<file path="config.mk">
export PLATFORM = sky130hd
export DESIGN_NAME = pdre_qmul
export DESIGN_NICKNAME = d
export VERILOG_FILES = /design/src/hdl/pdre_pkg.sv /design/src/hdl/pdre_qmul.sv
export SDC_FILE = /design/constraint.sdc
export NUM_CORES = 2
export LEC_CHECK = 0
export BUFFER_PORTS_ARGS = -buffer_cell sky130_fd_sc_hd__buf_2
export CORE_UTILIZATION = 50
export CTS_BUF_LIST = sky130_fd_sc_hd__clkbuf_4 sky130_fd_sc_hd__clkbuf_8
export DETAILED_ROUTE_END_ITERATION = 7
export PLACE_DENSITY = 0.64
export SLEW_MARGIN = 20
export SYNTH_ARGS = -nofsm -noshare
export SYNTH_HDL_FRONTEND = slang
export SYNTH_SLANG_ARGS = --single-unit
</file>
<file path="constraint.sdc">
create_clock -name clk_i -period 10.2 [get_ports clk_i]
set_clock_uncertainty 0.2 [all_clocks]
set_input_delay 2.04 -clock clk_i [delete_from_list [all_inputs] [get_ports clk_i]]
set_output_delay 2.04 -clock clk_i [all_outputs]
set_load 0.02 [all_outputs]
</file>
<file path="src/hdl/pdre_pkg.sv">
// Shared constants, register codes and saturation helpers of the reprojection error pipeline.
package pdre_pkg;

  localparam int CFG_IDX_W = 4;

  typedef enum logic [CFG_IDX_W-1:0] {
    REG_FOCAL_X = 4'd0,
    REG_FOCAL_Y = 4'd1,
    REG_CENTER_X = 4'd2,
    REG_CENTER_Y = 4'd3,
    REG_RADIAL_K1 = 4'd4,
    REG_RADIAL_K2 = 4'd5,
    REG_TANG_P1 = 4'd6,
    REG_TANG_P2 = 4'd7
  } cfg_reg_e;

  localparam logic [27:0] FOCAL_RESET = 28'd16384000;
  localparam logic signed [32:0] DEPTH_OFFSET = 33'sd655;

  // Fraction bits of the normalized coordinates and the coefficients.
  localparam int QFRAC = 28;

  // Divider geometry: quotient magnitude bits and divisor width.
  localparam int NUM_W = 32;
  localparam int DEN_W = 33;
  localparam int QUO_W = 32;
  localparam int DIV_STAGES = 32;

  // Widths of the intermediate quantities, sized from their worst case.
  localparam int W_X = 32;
  localparam int W_XX = 36;
  localparam int W_R2 = 38;
  localparam int W_R4 = 44;
  localparam int W_K = 42;
  localparam int W_K2R4 = 48;
  localparam int W_RAD = 49;
  localparam int W_XR = 51;
  localparam int W_XD = 52;
  localparam int W_FXD = 53;
  localparam int W_PX = 54;

  // Turns an unsigned quotient magnitude into a saturated signed Q4.28 value.
  function automatic logic signed [31:0] sat_quot(input logic [31:0] q, input logic ovf,
                                                  input logic neg);
    logic big;
    big = ovf | q[31];
    if (neg) begin
      sat_quot = big ? 32'sh8000_0000 : $signed(-q);
    end else begin
      sat_quot = big ? 32'sh7fff_ffff : $signed(q);
    end
  endfunction

  function automatic logic signed [31:0] sat32(input logic signed [W_PX-1:0] v);
    if ((&v[W_PX-1:31]) || !(|v[W_PX-1:31])) begin
      sat32 = v[31:0];
    end else begin
      sat32 = v[W_PX-1] ? 32'sh8000_0000 : 32'sh7fff_ffff;
    end
  endfunction

endpackage

</file>
<file path="src/hdl/pdre_qmul.sv">
// Two-stage fixed point multiplier: product shifted right by 28 with truncation toward zero.
module pdre_qmul #(
  parameter int WA = 32,
  parameter int WB = 32,
  parameter int WR = 36
) (
  input  logic                 clk_i,
  input  logic                 en_i,
  input  logic signed [WA-1:0] a_i,
  input  logic signed [WB-1:0] b_i,
  output logic signed [WR-1:0] r_o
);

  localparam int QF = pdre_pkg::QFRAC;
  localparam int H = WB / 2;
  localparam int WP = (WA + WB > WR + QF) ? WA + WB : WR + QF;

  logic signed [WA+H:0]       lo_q;
  logic signed [WA+WB-H-1:0]  hi_q;
  logic signed [WP-1:0]       prod;
  logic signed [WP-1:0]       bias;
  logic signed [WP-1:0]       sum;
  logic signed [WR-1:0]       r_q;

  // The wide operand is split in two halves whose partial products are registered and then summed.
  always_ff @(posedge clk_i) begin
    if (en_i) begin
      lo_q <= a_i * $signed({1'b0, b_i[H-1:0]});
      hi_q <= a_i * $signed(b_i[WB-1:H]);
    end
  end

  always_comb begin
    prod = (WP'(hi_q) <<< H) + WP'(lo_q);
    bias = prod[WP-1] ? $signed({{(WP-QF){1'b0}}, {QF{1'b1}}}) : '0;
    sum  = prod + bias;
  end

  always_ff @(posedge clk_i) begin
    if (en_i) begin
      r_q <= WR'(sum >>> QF);
    end
  end

  assign r_o = r_q;

endmodule

</file>
==> results.toml <==
[status]
status = "finished clean"

[drt]
wl_met1_um = 45300
drtIter0Drc = 1786
top_layer = "met5"
route.met3.wl_um = 5530
ant_nets = 0
via_count = 32025
wl_met2_um = 56800
dr.pass1.iters = 5
vias_per_cell = 5.38
wl_per_cell_um = 18.8
drc_errors = 0
wirelength_um = 112000

[timing]
tightestPinTransition_ps = 1040
relSlewSlack = 0.293
max_freq_mhz = 111
hold_viol = 0
fin_crit_sh = 0.883
finalSetupViolCount = 0
slew_viol_final = 0
fin_crit_ps = 9000
totalNegativeSetupSlack_ps = 0
rsz0062_at_grt = "false"

[clocking]
clk_latency_ps = 560
clk_pin_slew_ps = 80
cts_resized = 0
postCtsSetupRepairBufs = 0
cts_tree = "yes"
clock-root-buffer = "clkbuf_8"
postCtsHoldBufs = 0
cts-buffers-inserted = 17
clock_sinks = 133
clockBufferDepth = 2
htreeDepth = 4

[logic_synthesis]
synth_warnings = 0
ys_ff_latch = 133
synth.cell_area_sq_um = 43900
synth-edff-count = 133
syn-num-nets = 6171
synth_cells = 4824
synth_ff_type = "edfxtp_1"
syn_area_per_cell_sq_um = 9.10
synthArstFlopShare = 0
yosysUniqueCellTypes = 88
synth_seq_area_share = 0.0910

[grt]
grt_first_pass_wirelength_um = 186000
grt_pass1_vias = 34586
grt-ovfl-total = 0
grt_max_degree = 71
grt_usage = 0.270
antenna_found_initial = 12

[cells_and_area]
layout-drive-gt1-share = 0.0449
syn2layout_area_growth_pct = 4.49
fin_nets = 6128

[floorplan]
start_util = 0.505
die_area_sq_um = 88900
die_y_um = 298
die_x_um = 298
coreArea_sq_um = 86900
placementRows = 108
ioPinCount = 102

[setup_path]
max_stage_delay_ps = 580
crit_family = "adder cells"
cp_common_cell = "fa_1"
start_kind = "input pin"
crit_slowest_cell = "fa_1"
cp_max_fo = 28
worstSetupPathType = "in -> reg"
crit_buf_inv = 6
critPathArrivalTime_ps = 9080
required_ps = 10280
end_kind = "flip-flop"

[placement]
dpl.hpwl_um = 91200
place.gp.congestion = 0.889
port_buffers = 101

[job]
max_cap_violations = 0

[min_path]
hp-class = "reg -> reg"
routing by layer:
metal / track usage / vias up
met3: 0.0335 / 202
li1: - / 14410
met1: 0.340 / 16566
met5: 0 / -
met2: 0.474 / 839
met4: 0.100 / 8
cells in the final DEF, fill, tap and decap left out, drive strengths merged, types with 27 or more instances in the layout:
cell type,count
inv,1124
a21o,64
and2,411
buf,154
nand4,27
ha,305
xnor2,118
a21oi,160
nand3,40
o21ai,87
fa,976
edfxtp,133
xor2,49
nand2,697
nor2,116
nor3,31
synth_stat cells, drive strengths merged (6+ instances only):
master,instances,share of area
a211o,7,0.0014
a211oi,17,0.0032
a21boi,6,0.0010
a21o,64,0.011
a21oi,160,0.018
a31oi,13,0.0020
and2,411,0.059
and3,11,0.0016
buf,8,0.0012
clkbuf,208,0.018
edfxtp,133,0.091
fa,976,0.45
ha,305,0.087
inv,1124,0.096
nand2,697,0.060
nand2b,25,0.0036
nand3,40,0.0046
nand4,27,0.0042
nor2,116,0.0099
nor2b,18,0.0026
nor3,31,0.0035
nor4,10,0.0026
o2111ai,6,0.0013
o211ai,11,0.0020
o21a,18,0.0031
o21ai,87,0.010
o21bai,18,0.0031
o31a,7,0.0014
o31ai,10,0.0018
or2,7,0.0010
or3,14,0.0020
xnor2,118,0.024
xor2,49,0.0098
cell type report:
class / instances / area, sq um
inverters: 1124 / 4220
well taps: 1155 / 1450
diodes: 5 / 12.5
clock buffers: 19 / 249
clock inverters: 12 / 181
fillers: 8164 / 41000
multi-input cells: 3351 / 34800
repair buffers: 154 / 910
flip-flops and latches: 133 / 3990
state kept, by name, summed over array words and instances (netlist names):
register and count:
hi_q 48, lo_q 49, r_o 36
per-stage QoR:
step	cell area (sq um)	utilization	cells	worst slack (ps)	hold slack, ps
finish	45900	0.528	5953	1200	768
global route	45800	0.528	5951	801	836
CTS	45800	0.528	5948	1310	789
detailed placement	45400	0.523	5917	722	776
global placement	45400	0.523	5917	889	760
floorplan	43900	-	4824	1660	610
final timing paths:
kind,depth (start not counted),slack (ps),end,startpoint
worst max-delay path,26,1200,hi_q[47],a_i[8]
worst max register to register,23,2750,r_o[16],lo_q[17]
worst min-delay path,3,770,r_o[30],hi_q[42]
worst min register to register,3,770,r_o[30],hi_q[42]
kinds of logic (layout without fill, tap and decap cells):
group / Yosys count / count (layout) / share of synthesized area
simple gates: 1426 / 1426 / 0.157
buf+inv: 1340 / 1309 / 0.115
fa+ha+maj: 1281 / 1281 / 0.532
compound gates: 474 / 474 / 0.0701
xor+xnor: 167 / 167 / 0.0333
flops: 133 / 133 / 0.0910
mux: 3 / 3 / 0.000684
other cells: 0 / 5 / 0
tightest hold or removal path: cells and delay by family (launching register included):
family / cells / cell delay (ps)
flops: 1 / 350
fa+ha+maj: 1 / 200
xor+xnor: 2 / 320
Power is left out: the tool's default activity adds up to more than one toggle a clock period on the data nets, which glitch-free logic cannot reach.
